`src/hdl/sfs_pkg.sv`:
```
// sfs_pkg: shared types, codes and constants of the sprite frame sequencer
// request and result structs, configuration struct, command codes
// no dependencies
package sfs_pkg;

    localparam int MAX_FRAMES_DEF = 256;
    localparam int Q_DEPTH        = 2;

    localparam int CFG_IDX_W  = 3;
    localparam int CFG_DATA_W = 20;

    localparam logic [20:0] ACC_MAX = 21'h1FFFFF;
    localparam logic [17:0] XY_MAX  = 18'h3FFFF;

    // register indexes
    localparam logic [CFG_IDX_W-1:0] CFG_FRAME_WIDTH    = 3'd0;
    localparam logic [CFG_IDX_W-1:0] CFG_FRAME_HEIGHT   = 3'd1;
    localparam logic [CFG_IDX_W-1:0] CFG_FRAMES_PER_ROW = 3'd2;
    localparam logic [CFG_IDX_W-1:0] CFG_SEQ_START      = 3'd3;
    localparam logic [CFG_IDX_W-1:0] CFG_SEQ_END        = 3'd4;
    localparam logic [CFG_IDX_W-1:0] CFG_PING_PONG      = 3'd5;
    localparam logic [CFG_IDX_W-1:0] CFG_LOOP_ENABLE    = 3'd6;
    localparam logic [CFG_IDX_W-1:0] CFG_FRAME_PERIOD   = 3'd7;

    // request mode codes
    localparam logic [2:0] MODE_TICK   = 3'd0;
    localparam logic [2:0] MODE_START  = 3'd1;
    localparam logic [2:0] MODE_STOP   = 3'd2;
    localparam logic [2:0] MODE_PAUSE  = 3'd3;
    localparam logic [2:0] MODE_RESUME = 3'd4;

    localparam logic [19:0] PERIOD_RST = 20'd100000;

    typedef enum logic [2:0] {
        CMD_NOP,
        CMD_TICK,
        CMD_START,
        CMD_STOP,
        CMD_PAUSE,
        CMD_RESUME
    } t_cmd;

    typedef struct packed {
        logic [2:0]  mode;
        logic [19:0] elapsed;
    } t_in_item;

    typedef struct packed {
        logic        playing;
        logic [7:0]  frame_number;
        logic [17:0] frame_x;
        logic [17:0] frame_y;
    } t_out_item;

    typedef struct packed {
        t_cmd        cmd;
        logic [19:0] elapsed;
    } t_q_entry;

    typedef struct packed {
        logic [10:0] frame_width;
        logic [10:0] frame_height;
        logic [8:0]  frames_per_row;
        logic [7:0]  seq_start;
        logic [7:0]  seq_end;
        logic        ping_pong;
        logic        loop_enable;
        logic [19:0] frame_period;
    } t_cfg;

endpackage

```
`src/hdl/sfs_front.sv`:
```
// sfs_front: accepts requests, decodes the mode into a command
// and holds decoded commands in a short queue for the back end
// depends on sfs_pkg
module sfs_front (
    input  logic              i_clk,
    input  logic              i_rst_n,
    input  logic              i_in_valid,
    output logic              o_in_stall,
    input  sfs_pkg::t_in_item i_in_data,
    output logic              o_q_valid,
    output sfs_pkg::t_q_entry o_q_entry,
    input  logic              i_q_pop
);
    import sfs_pkg::*;

    localparam int QAW = (Q_DEPTH > 1) ? $clog2(Q_DEPTH) : 1;
    localparam int QCW = $clog2(Q_DEPTH + 1);

    t_q_entry       r_mem [Q_DEPTH];
    logic [QAW-1:0] r_wr_ptr, n_wr_ptr;
    logic [QAW-1:0] r_rd_ptr, n_rd_ptr;
    logic [QCW-1:0] r_count, n_count;
    logic           w_push;
    logic           w_pop;
    t_q_entry       w_entry;

    always_comb begin
        w_entry.elapsed = i_in_data.elapsed;
        case (i_in_data.mode)
            MODE_TICK:   w_entry.cmd = CMD_TICK;
            MODE_START:  w_entry.cmd = CMD_START;
            MODE_STOP:   w_entry.cmd = CMD_STOP;
            MODE_PAUSE:  w_entry.cmd = CMD_PAUSE;
            MODE_RESUME: w_entry.cmd = CMD_RESUME;
            default:     w_entry.cmd = CMD_NOP;
        endcase
    end

    assign o_in_stall = (r_count == QCW'(Q_DEPTH));
    assign w_push     = i_in_valid && !o_in_stall;
    assign o_q_valid  = (r_count != '0);
    assign w_pop      = i_q_pop && o_q_valid;
    assign o_q_entry  = r_mem[r_rd_ptr];

    always_comb begin
        n_wr_ptr = r_wr_ptr;
        n_rd_ptr = r_rd_ptr;
        n_count  = r_count;
        if (w_push) begin
            n_wr_ptr = (r_wr_ptr == QAW'(Q_DEPTH - 1)) ? '0 : r_wr_ptr + 1'b1;
        end
        if (w_pop) begin
            n_rd_ptr = (r_rd_ptr == QAW'(Q_DEPTH - 1)) ? '0 : r_rd_ptr + 1'b1;
        end
        if (w_push && !w_pop) begin
            n_count = r_count + 1'b1;
        end else if (w_pop && !w_push) begin
            n_count = r_count - 1'b1;
        end
    end

    always_ff @(posedge i_clk) begin
        if (!i_rst_n) begin
            r_wr_ptr <= '0;
            r_rd_ptr <= '0;
            r_count  <= '0;
        end else begin
            r_wr_ptr <= n_wr_ptr;
            r_rd_ptr <= n_rd_ptr;
            r_count  <= n_count;
        end
    end

    always_ff @(posedge i_clk) begin
        if (w_push) begin
            r_mem[r_wr_ptr] <= w_entry;
        end
    end

endmodule

```
`src/hdl/sfs_back.sv`:
```
// sfs_back: executes queued commands, keeps the playback state,
// finds the sheet row and column by an iterative divide and scales them
// depends on sfs_pkg
module sfs_back #(
    parameter int MAX_FRAMES = sfs_pkg::MAX_FRAMES_DEF
) (
    input  logic               i_clk,
    input  logic               i_rst_n,
    input  sfs_pkg::t_cfg      i_cfg,
    input  logic               i_q_valid,
    input  sfs_pkg::t_q_entry  i_q_entry,
    output logic               o_q_pop,
    output logic               o_out_valid,
    input  logic               i_out_stall,
    output sfs_pkg::t_out_item o_out_data
);
    import sfs_pkg::*;

    typedef enum logic [6:0] {
        S_IDLE  = 7'b0000001,
        S_ACC   = 7'b0000010,
        S_STEP  = 7'b0000100,
        S_FRAME = 7'b0001000,
        S_DIV   = 7'b0010000,
        S_MUL   = 7'b0100000,
        S_OUT   = 7'b1000000
    } t_state;

    function automatic logic [7:0] clamp_frame(input logic [7:0] f);
        logic [7:0] res;
        res = f;
        if (int'(f) > MAX_FRAMES - 1) begin
            res = 8'(MAX_FRAMES - 1);
        end
        return res;
    endfunction

    function automatic logic [17:0] sat_xy(input logic [18:0] v);
        return v[18] ? XY_MAX : v[17:0];
    endfunction

    t_state      r_state, n_state;
    t_cmd        r_cmd, n_cmd;
    logic [19:0] r_elapsed, n_elapsed;
    logic [20:0] r_sum, n_sum;
    logic [20:0] r_acc, n_acc;
    logic [9:0]  r_pos, n_pos;
    logic        r_running, n_running;
    logic [7:0]  r_frame, n_frame;
    logic [8:0]  r_rem, n_rem;
    logic [7:0]  r_quo, n_quo;
    logic [2:0]  r_div_cnt, n_div_cnt;
    logic [18:0] r_x_prod, n_x_prod;
    logic [18:0] r_y_prod, n_y_prod;
    logic        r_out_valid, n_out_valid;
    t_out_item   r_out, n_out;

    logic [7:0]  w_a, w_b, w_d;
    logic [9:0]  w_len;
    logic [19:0] w_period;
    logic [8:0]  w_fpr;
    logic [21:0] w_sum_wide;
    logic [10:0] w_pos_inc;
    logic [9:0]  w_p;
    logic [9:0]  w_off;
    logic [7:0]  w_frame;
    logic [9:0]  w_trial;
    logic        w_qbit;

    // sequence geometry from configuration
    always_comb begin
        w_a = clamp_frame(i_cfg.seq_start);
        w_b = clamp_frame(i_cfg.seq_end);
        w_d = (w_a > w_b) ? (w_a - w_b) : (w_b - w_a);
        if (w_d == '0) begin
            w_len = '0;
        end else if (!i_cfg.ping_pong) begin
            w_len = {2'b00, w_d} + 10'd1;
        end else if (i_cfg.loop_enable) begin
            w_len = {1'b0, w_d, 1'b0};
        end else begin
            w_len = {1'b0, w_d, 1'b0} + 10'd1;
        end
        w_period = (i_cfg.frame_period == '0) ? 20'd1 : i_cfg.frame_period;
        w_fpr    = (i_cfg.frames_per_row == '0) ? 9'd1 : i_cfg.frames_per_row;
    end

    always_comb begin
        w_sum_wide = {1'b0, r_acc} + {2'b00, r_elapsed};
        w_pos_inc  = {1'b0, r_pos} + 11'd1;
        w_p        = (r_pos >= w_len) ? (w_len - 10'd1) : r_pos;
        w_off      = (w_p <= {2'b00, w_d}) ? w_p : ({1'b0, w_d, 1'b0} - w_p);
        if (w_len == '0) begin
            w_frame = w_a;
        end else if (w_b >= w_a) begin
            w_frame = w_a + w_off[7:0];
        end else begin
            w_frame = w_a - w_off[7:0];
        end
        w_trial = {r_rem, r_quo[7]};
        w_qbit  = (w_trial >= {1'b0, w_fpr});
    end

    always_comb begin
        n_state     = r_state;
        n_cmd       = r_cmd;
        n_elapsed   = r_elapsed;
        n_sum       = r_sum;
        n_acc       = r_acc;
        n_pos       = r_pos;
        n_running   = r_running;
        n_frame     = r_frame;
        n_rem       = r_rem;
        n_quo       = r_quo;
        n_div_cnt   = r_div_cnt;
        n_x_prod    = r_x_prod;
        n_y_prod    = r_y_prod;
        n_out_valid = r_out_valid;
        n_out       = r_out;
        o_q_pop     = 1'b0;

        if (r_out_valid && !i_out_stall) begin
            n_out_valid = 1'b0;
        end

        case (r_state)
            S_IDLE: begin
                if (i_q_valid) begin
                    o_q_pop   = 1'b1;
                    n_cmd     = i_q_entry.cmd;
                    n_elapsed = i_q_entry.elapsed;
                    n_state   = S_ACC;
                end
            end
            S_ACC: begin
                n_sum   = w_sum_wide[21] ? ACC_MAX : w_sum_wide[20:0];
                n_state = S_STEP;
            end
            S_STEP: begin
                case (r_cmd)
                    CMD_TICK: begin
                        if (r_running) begin
                            if (w_len == '0) begin
                                n_running = 1'b0;
                                n_pos     = '0;
                            end else begin
                                n_acc = r_sum;
                                if (r_sum >= {1'b0, w_period}) begin
                                    n_acc = r_sum - {1'b0, w_period};
                                    if (w_pos_inc >= {1'b0, w_len}) begin
                                        if (i_cfg.loop_enable) begin
                                            n_pos = '0;
                                        end else begin
                                            n_pos     = w_len - 10'd1;
                                            n_running = 1'b0;
                                        end
                                    end else begin
                                        n_pos = w_pos_inc[9:0];
                                    end
                                end
                            end
                        end
                    end
                    CMD_START: begin
                        if (w_len != '0) begin
                            n_running = 1'b1;
                            n_pos     = '0;
                        end
                    end
                    CMD_STOP: begin
                        n_running = 1'b0;
                        n_pos     = '0;
                    end
                    CMD_PAUSE: begin
                        n_running = 1'b0;
                    end
                    CMD_RESUME: begin
                        if (w_len != '0) begin
                            n_running = 1'b1;
                        end
                    end
                    default: begin
                    end
                endcase
                n_state = S_FRAME;
            end
            S_FRAME: begin
                n_frame   = w_frame;
                n_quo     = w_frame;
                n_rem     = '0;
                n_div_cnt = '0;
                n_state   = S_DIV;
            end
            S_DIV: begin
                // restoring divide, one quotient bit per cycle
                n_rem     = w_qbit ? 9'(w_trial - {1'b0, w_fpr}) : w_trial[8:0];
                n_quo     = {r_quo[6:0], w_qbit};
                n_div_cnt = r_div_cnt + 3'd1;
                if (r_div_cnt == 3'd7) begin
                    n_state = S_MUL;
                end
            end
            S_MUL: begin
                n_x_prod = 19'(r_rem[7:0]) * 19'(i_cfg.frame_width);
                n_y_prod = 19'(r_quo) * 19'(i_cfg.frame_height);
                n_state  = S_OUT;
            end
            S_OUT: begin
                if (!r_out_valid || !i_out_stall) begin
                    n_out.playing      = r_running;
                    n_out.frame_number = r_frame;
                    n_out.frame_x      = sat_xy(r_x_prod);
                    n_out.frame_y      = sat_xy(r_y_prod);
                    n_out_valid        = 1'b1;
                    n_state            = S_IDLE;
                end
            end
            default: begin
                n_state = S_IDLE;
            end
        endcase
    end

    always_ff @(posedge i_clk) begin
        if (!i_rst_n) begin
            r_state     <= S_IDLE;
            r_acc       <= '0;
            r_pos       <= '0;
            r_running   <= 1'b0;
            r_out_valid <= 1'b0;
        end else begin
            r_state     <= n_state;
            r_acc       <= n_acc;
            r_pos       <= n_pos;
            r_running   <= n_running;
            r_out_valid <= n_out_valid;
        end
    end

    always_ff @(posedge i_clk) begin
        r_cmd     <= n_cmd;
        r_elapsed <= n_elapsed;
        r_sum     <= n_sum;
        r_frame   <= n_frame;
        r_rem     <= n_rem;
        r_quo     <= n_quo;
        r_div_cnt <= n_div_cnt;
        r_x_prod  <= n_x_prod;
        r_y_prod  <= n_y_prod;
        r_out     <= n_out;
    end

    assign o_out_valid = r_out_valid;
    assign o_out_data  = r_out;

endmodule

```
`src/hdl/sprite_frame_sequencer.sv`:
```
// sprite_frame_sequencer: top level, configuration registers,
// decode front end with command queue and execution back end
// depends on sfs_pkg, sfs_front, sfs_back
//
//   channel   direction  handshake               payload
//   request   in         i_in_valid / o_in_stall   i_in_data  (t_in_item)
//   result    out        o_out_valid / i_out_stall o_out_data (t_out_item)
//   config    in         i_cfg_we                  i_cfg_index, i_cfg_data
//
// each request passes through the back end in steps: accumulate, step, frame
// select, a restoring divide for row and column, multiply, output
// the front queue holds two decoded requests while the back end is busy
// synchronous active low reset clears playback state, queue and output valid
// a stalled result holds the back end in its output step
module sprite_frame_sequencer #(
    parameter int MAX_FRAMES = sfs_pkg::MAX_FRAMES_DEF
) (
    input  logic                             i_clk,
    input  logic                             i_rst_n,
    input  logic                             i_in_valid,
    output logic                             o_in_stall,
    input  sfs_pkg::t_in_item                i_in_data,
    output logic                             o_out_valid,
    input  logic                             i_out_stall,
    output sfs_pkg::t_out_item               o_out_data,
    input  logic                             i_cfg_we,
    input  logic [sfs_pkg::CFG_IDX_W-1:0]    i_cfg_index,
    input  logic [sfs_pkg::CFG_DATA_W-1:0]   i_cfg_data
);
    import sfs_pkg::*;

    t_cfg     r_cfg, n_cfg;
    logic     w_q_valid;
    t_q_entry w_q_entry;
    logic     w_q_pop;

    always_comb begin
        n_cfg = r_cfg;
        if (i_cfg_we) begin
            case (i_cfg_index)
                CFG_FRAME_WIDTH:    n_cfg.frame_width    = i_cfg_data[10:0];
                CFG_FRAME_HEIGHT:   n_cfg.frame_height   = i_cfg_data[10:0];
                CFG_FRAMES_PER_ROW: n_cfg.frames_per_row = i_cfg_data[8:0];
                CFG_SEQ_START:      n_cfg.seq_start      = i_cfg_data[7:0];
                CFG_SEQ_END:        n_cfg.seq_end        = i_cfg_data[7:0];
                CFG_PING_PONG:      n_cfg.ping_pong      = i_cfg_data[0];
                CFG_LOOP_ENABLE:    n_cfg.loop_enable    = i_cfg_data[0];
                CFG_FRAME_PERIOD:   n_cfg.frame_period   = i_cfg_data[19:0];
                default: begin
                end
            endcase
        end
    end

    always_ff @(posedge i_clk) begin
        if (!i_rst_n) begin
            r_cfg.frame_width    <= 11'd1;
            r_cfg.frame_height   <= 11'd1;
            r_cfg.frames_per_row <= 9'd1;
            r_cfg.seq_start      <= '0;
            r_cfg.seq_end        <= '0;
            r_cfg.ping_pong      <= 1'b0;
            r_cfg.loop_enable    <= 1'b0;
            r_cfg.frame_period   <= PERIOD_RST;
        end else begin
            r_cfg <= n_cfg;
        end
    end

    sfs_front u_front (
        .i_clk      (i_clk),
        .i_rst_n    (i_rst_n),
        .i_in_valid (i_in_valid),
        .o_in_stall (o_in_stall),
        .i_in_data  (i_in_data),
        .o_q_valid  (w_q_valid),
        .o_q_entry  (w_q_entry),
        .i_q_pop    (w_q_pop)
    );

    sfs_back #(
        .MAX_FRAMES (MAX_FRAMES)
    ) u_back (
        .i_clk       (i_clk),
        .i_rst_n     (i_rst_n),
        .i_cfg       (r_cfg),
        .i_q_valid   (w_q_valid),
        .i_q_entry   (w_q_entry),
        .o_q_pop     (w_q_pop),
        .o_out_valid (o_out_valid),
        .i_out_stall (i_out_stall),
        .o_out_data  (o_out_data)
    );

endmodule
```
`config.mk`:
```
export PLATFORM = sky130hd
export DESIGN_NAME = sprite_frame_sequencer
export DESIGN_NICKNAME = d
export VERILOG_FILES = /design/src/hdl/sfs_pkg.sv /design/src/hdl/sfs_front.sv /design/src/hdl/sfs_back.sv /design/src/hdl/sprite_frame_sequencer.sv
export SDC_FILE = /design/constraint.sdc
export NUM_CORES = 1
export LEC_CHECK = 0
export ABC_AREA = 1
export BUFFER_PORTS_ARGS = -buffer_cell sky130_fd_sc_hd__buf_2
export CORE_MARGIN = 3
export CORE_UTILIZATION = 40
export CTS_CLUSTER_SIZE = 28
export DETAILED_ROUTE_END_ITERATION = 8
export GPL_TIMING_DRIVEN = 0
export HOLD_SLACK_MARGIN = 0.02
export PLACE_DENSITY_LB_ADDON = 0.3
export SYNTH_ARGS = -nofsm -noshare
export SYNTH_HDL_FRONTEND = slang
export SYNTH_HIERARCHICAL = 1
export SYNTH_SLANG_ARGS = --single-unit
```
`constraint.sdc`:
```
create_clock -name i_clk -period 20.2 [get_ports i_clk]
set_clock_uncertainty 0.1 [all_clocks]
set_input_delay 0 -clock i_clk [delete_from_list [all_inputs] [get_ports i_clk]]
set_output_delay 0 -clock i_clk [all_outputs]
set_load 0.01 [all_outputs]
```
### Word-level counts from Yosys, hierarchy flattened

Memories as Yosys holds them, arrays and structs flattened. A register that Yosys moved wholly into a read port is not among the register bits.
Index checks and enable logic that the tools add are counted.

* register bits: 245
* memory bits (writable): 46
* logic and storage cells: 171
* memories kept: 1

Memory list
* u_front.r_mem: depth 2, bits a word 23, rd ports 1, clocked after memory_dff 1, write ports 1, line sfs_front.sv:19 `t_q_entry r_mem [Q_DEPTH];`

* $add $sub $neg: 17
* multiply operators: 2
* order comparisons: 7
* equal/unequal tests: 32
* muxes and demuxes: 45
* bitwise operators: 1
* reductions and logical operators: 39

Operators with widths (count)
* $mux 10: 10
* $pmux 7 s7: 1
* $mul 8x11->19: 2
* $mux 8: 4
* $sub 8x8->8: 4
* $pmux 10 s3: 1
* $eq 3x3->1 const B: 8
* $add 21x20->22: 1
* $ge 21x20->1: 1
* $mux 21: 1
* $mux 7: 3
* $sub 21x20->21: 1
* $logic_not 20->1: 1
* $mux 20: 1
* $reduce_and 2->1: 10
* $eq 3x2->1 const B: 6
* $mux 9: 2
* $pmux 9 s2: 1
* $pmux 8 s2: 1
* $mux 1: 15
* $pmux 3 s5: 1
* $add 10x1->11 const B: 1
* $ge 11x10->1: 1
* $add 9x1->10 const B: 1
* other kinds (43): 65

### Logic depth before layout (Yosys ltp)

* word-level depth: 14
* gate-level depth with buffers: 63
* mapped depth without buffers: 62

### Cells and area by module

Netlist, hierarchy kept.

Modules (own cells, without submodules)
* sfs_back: instances 1, cells each 2158, area an instance 17855.9 um^2
* sprite_frame_sequencer: instances 1, cells each 401, area an instance 2745.1 um^2
* sfs_front: instances 1, cells each 114, area an instance 1940.6 um^2

### Worst setup path after synthesis

No wires, ideal clock.

* path kind: register to register
* start: register r_cfg[30] (netlist name)
* end: register u_back.r_quo[7], data pin
* setup time: 0.254 ns
* arrival time: 7.299 ns
* required time: 19.846 ns
* path slack: 12.546 ns
* stages on the path, launching flop included: 60
* buffers on the path: 1
* clock period less this slack: 7.654 ns
* cells stage by stage: dfxtp_1 inv_1 ha_1 inv_1 fa_1 nand3_1 nand3_1 nand2_2 nand2_4 nand2_8 nand2_2 nand2_2 ha_1 nand3_1 nor2_1 nand4_1 nand2_1 nand2_1 (+24 left out) a21oi_1 nand2_1 a21oi_1 o21bai_1 nand2_1 nand2_1 a21oi_1 inv_1 nand2_1 nand2_1 xor2_1 inv_1 nand2_1 nand3_1 nand2_1 nand2_1 nand2_1 nand2_1

* longest elaborated chain between the ends: 14

RTL lines
* from (decl): line sprite_frame_sequencer.sv:32 `t_cfg r_cfg, n_cfg;`
* from (signal assigned): line sprite_frame_sequencer.sv:66 `r_cfg <= n_cfg;`
* $sub 8x8->8 or $gt 8x8->1 (tied branches): line sfs_back.sv:74 `w_d = (w_a > w_b) ? (w_a - w_b) : (w_b - w_a);`
* $mux 8: line sfs_back.sv:74
* $add 9x1->10: line sfs_back.sv:82 `w_len = {1'b0, w_d, 1'b0} + 10'd1;`
* $mux 10: line sfs_back.sv:79 `end else if (i_cfg.loop_enable) begin`
* $mux 10: line sfs_back.sv:77 `end else if (!i_cfg.ping_pong) begin`
* $mux 10: line sfs_back.sv:75 `if (w_d == '0) begin`
* $sub 10x1->10 or $ge 10x10->1 (tied branches): line sfs_back.sv:91 `w_p = (r_pos >= w_len) ? (w_len - 10'd1) : r_pos;`
* $mux 10: line sfs_back.sv:91
* $sub 8x8->8 or $le 10x8->1 (tied branches): line sfs_back.sv:92 `w_off = (w_p <= {2'b00, w_d}) ? w_p : ({1'b0, w_d, 1'b0} - w_p);`
* $mux 8: line sfs_back.sv:92
* $sub 8x8->8 or $add 8x8->8 (tied branches): line sfs_back.sv:98, sfs_back.sv:96
* $mux 8: line sfs_back.sv:95 `end else if (w_b >= w_a) begin`
* $mux 8 (*): line sfs_back.sv:93 `if (w_len == '0) begin`
* named net u_back.w_frame[7]: line sfs_back.sv:66 `logic [7:0] w_frame;`
* $pmux 8 s2 (*): line sfs_back.sv:126 `case (r_state)`
* named net u_back.n_quo[7]: line sfs_back.sv:51 `logic [7:0] r_quo, n_quo;`
* to (signal assigned): line sfs_back.sv:246 `r_quo <= n_quo;`
* to (decl): line sfs_back.sv:51

The timed path passes the listed nets; every way through them passes the cells marked *.
A chain may end at the register's enable or synchronous reset.

### Worst setup path in the final report

Ends and elaborated chain as after synthesis.

==> impl_metrics.ini <==
[run_status]
outcome = finished clean

[floorplan]
core_mm2 = 0.0554
initial_core_util_pct = 40.7
die-area_mm2 = 0.0592
die_w_um = 243
die_y_um = 243
row_count = 86
io_pins = 98

[synthesis]
seq_area_frac_synth_pct = 36.9
synth-edff-count = 201
yosys_warnings = 6
yosysTopAreaCellShare_pct = 26.8
ys.flop_type = edfxtp_1
synth_area_leaders = edfxtp_1 27%, ha_1 11%, fa_1 10%
avgSynthCellArea_um2 = 8.43
synth_cell_types = 61
synth_area_mm2 = 0.0225
synth-seq-cells = 315
async_reset_ff_share_pct = 0
yosys.area.top_type = edfxtp_1
synth_nets = 3031
synthesis.instances = 2673

[layout]
multiInputGateArea_mm2 = 0.0121
fill_cells = 5236
diodes = 0
area_growth_pct = 15.6
utilization_pct = 47.0
final_cell_mix = 603 x nand2_1, 463 x inv_1, 210 x nor2_1, 201 x edfxtp_1, 192 x ha_1
nets = 3248
drive_above_1_share_pct = 11.0
register_area_mm2 = 0.00832
final_common_cell = nand2_1

[sta]
setup_tns_ns = 0
hold_viol_final = 0
fmax_mhz = 103
slew_headroom_pct = 26.4
worst_pin_slew_ns = 1.09
final-setup-viol-count = 0
min_period_over_period_pct = 48.2
min_period_ns = 9.74
slew_viol_final = 0
rsz0062_at_grt = false

[run]
drv_cap = 0

[critical_path]
worst-path-buf-inv = 8
worstPathArrival_ns = 9.95
critPathCaptureType = flip-flop
reg2reg_depth = 59
r2r-end = u_back/r_quo[7]
cpLargestDelayFamily = simple AND/OR/NAND/NOR gates
r2r-start = r_cfg[30]
ff2ff_setup_slack_ns = 10.46
critPathMaxFanout = 10
cpMaxStageDelayCell = a22oi_1
critPathMostFrequentCell = nand2_1
crit_type = flip-flop to flip-flop
cp.required_ns = 20.41
max_stage_delay_ns = 0.56
critPathLaunchType = flip-flop

[drt]
wl_um = 52700
drt_iter0_markers = 926
wire_per_inst_um = 14.4
vias_per_cell = 4.83
drc_errors = 0
vias = 17700
antenna_left = 0
firstDrtPassIters = 8

[grt]
grt_use_total_pct = 17.8
grt_overflow = 0
first_global_vias = 17900
antenna_found_initial = 0
grt_first_pass_wirelength_um = 87500
grt_max_degree = 30

[clocking]
ctsHoldBuffers = 69
cts_made_buffers = 37
cts_setup_buffers = 0
clk_path_buf_depth = 3
cts_root_buf = clkbuf_16
cts_tree = built
path_clk_slew_ns = 0.06
clk_latency_ns = 0.56
clkSinkCount = 315
cts_resized = 0
htree_levels = 2

[placed_design]
routabilityCongestion = 0.916
place_hpwl_um = 40900
io_buffers = 97

[min_path]
hold_end = u_front/r_mem[0][11]
whs_path_depth = 2
min_path_type = primary input to flip-flop
hp-start = i_in_data[11]

[power]
p_leak_nw = 12.7
vdd.ir_drop.worst_mv = 0.0763
powerDensity_mw_per_mm2 = 78.5
metal layers:
metal | vias to the layer above | share of wire [%] | track usage (%)
met3 | 84 | 4.1 | 2.41
met1 | 8269 | 45 | 22.7
li1 | 8983 | - | -
met2 | 367 | 48 | 31.2
met5 | - | 0 | 0
met4 | 0 | 2.6 | 6.05
cells in the mapped netlist, types with 5 or more instances:
cell type  instances
nand2_1          603
inv_1            463
nor2_1           213
edfxtp_1         201
ha_1             192
a21oi_1          149
nand3_1          128
fa_1             115
dfxtp_1          114
o21ai_0           87
xor2_1            67
clkbuf_1          48
or2_2             47
mux2_2            22
nand2_2           21
nand4_1           21
xnor2_1           21
o21bai_1          15
nor3_1            14
buf_2             13
a211oi_1          11
clkbuf_2           9
nor4_1             8
inv_2              7
a31oi_1            6
buf_1              6
buf_4              6
nand3_2            5
o211ai_1           5
worst max path at each step:
| stage | start | to | slack (ns) | depth (start not counted) |
|---|---|---|---|---|
| CTS | r_cfg[30] | u_back/r_quo[7] | 10.49 | 57 |
| detailed placement | r_cfg[30] | u_back/r_quo[7] | 10.52 | 57 |
| finish | r_cfg[30] | u_back/r_quo[7] | 10.46 | 59 |
| global placement | r_cfg[30] | u_back/r_quo[7] | 10.73 | 58 |
| floorplan | r_cfg[30] | u_back/r_quo[7] | 12.55 | 59 |
| global route | r_cfg[30] | u_back/r_quo[7] | 9.34 | 59 |
stage by stage:
step	std cells	setup WS [ns]	area, µm²	hold slack [ns]	power [mW]
floorplan	2673	12.55	22500	-0.00113	1.23
global placement	3518	10.73	24000	0.0877	1.34
detailed placement	3530	10.52	24100	0.0913	1.38
CTS	3667	10.49	26100	0.0296	2.07
global route	3667	9.34	26100	0.0506	2.18
finish	3667	10.46	26100	0.0718	2.05
power breakdown:
group	leakage (nW)	switching, mW	internal, mW
Sequential	2.76	0.0287	0.769
Combinational	9.32	0.361	0.217
Clock	0.585	0.272	0.398
Total	12.7	0.661	1.38
kinds of logic after synthesis:
family                     after synthesis  synth area share (%)
AOI/OAI and AO/OA                      303                  7.52
xor gates and xnor gates                88                  3.42
adders and majority gates              307                  20.9
buffers and inverters                  557                  9.56
DFF                                    315                  36.9
muxes                                   24                  1.21
and+or+nand+nor                       1079                  20.5
flip-flops by register name, summed over array words and instances, names as in the netlist, 2 cells and up, named ones only:
name / cells
u_front/r_mem: 46
u_back/r_cmd: 3
u_back/o_out_data: 45
u_back/r_state: 7
u_back/r_y_prod: 19
u_back/r_sum: 21
u_back/r_pos: 10
u_back/r_acc: 21
r_cfg: 69
u_back/r_elapsed: 20
u_front/r_count: 2
u_back/r_div_cnt: 3
u_back/r_rem: 9
u_back/r_quo: 8
u_back/r_x_prod: 19
u_back/r_frame: 8
layout make-up:
type | count | share of cell area (%)
Timing Repair Buffer | 178 | 5.04
Clock buffer | 44 | 3.74
Buffer | 84 | 1.46
Sequential cell | 315 | 31.9
Multi-Input combinational cell | 1801 | 46.5
Tap cell | 748 | 3.59
Clock inverter | 24 | 0.951
Inverter | 473 | 6.81
worst reg2reg max path, delay by kind of cell (launching register included):
kind / cells / cell delay, ns
DFF: 1 / 0.36
adders and majority gates: 7 / 1.93
buffers and inverters: 8 / 0.97
and+or+nand+nor: 30 / 3.56
xor gates and xnor gates: 2 / 0.44
AOI/OAI and AO/OA: 12 / 2.13
Power figures use the tool's default switching activity.
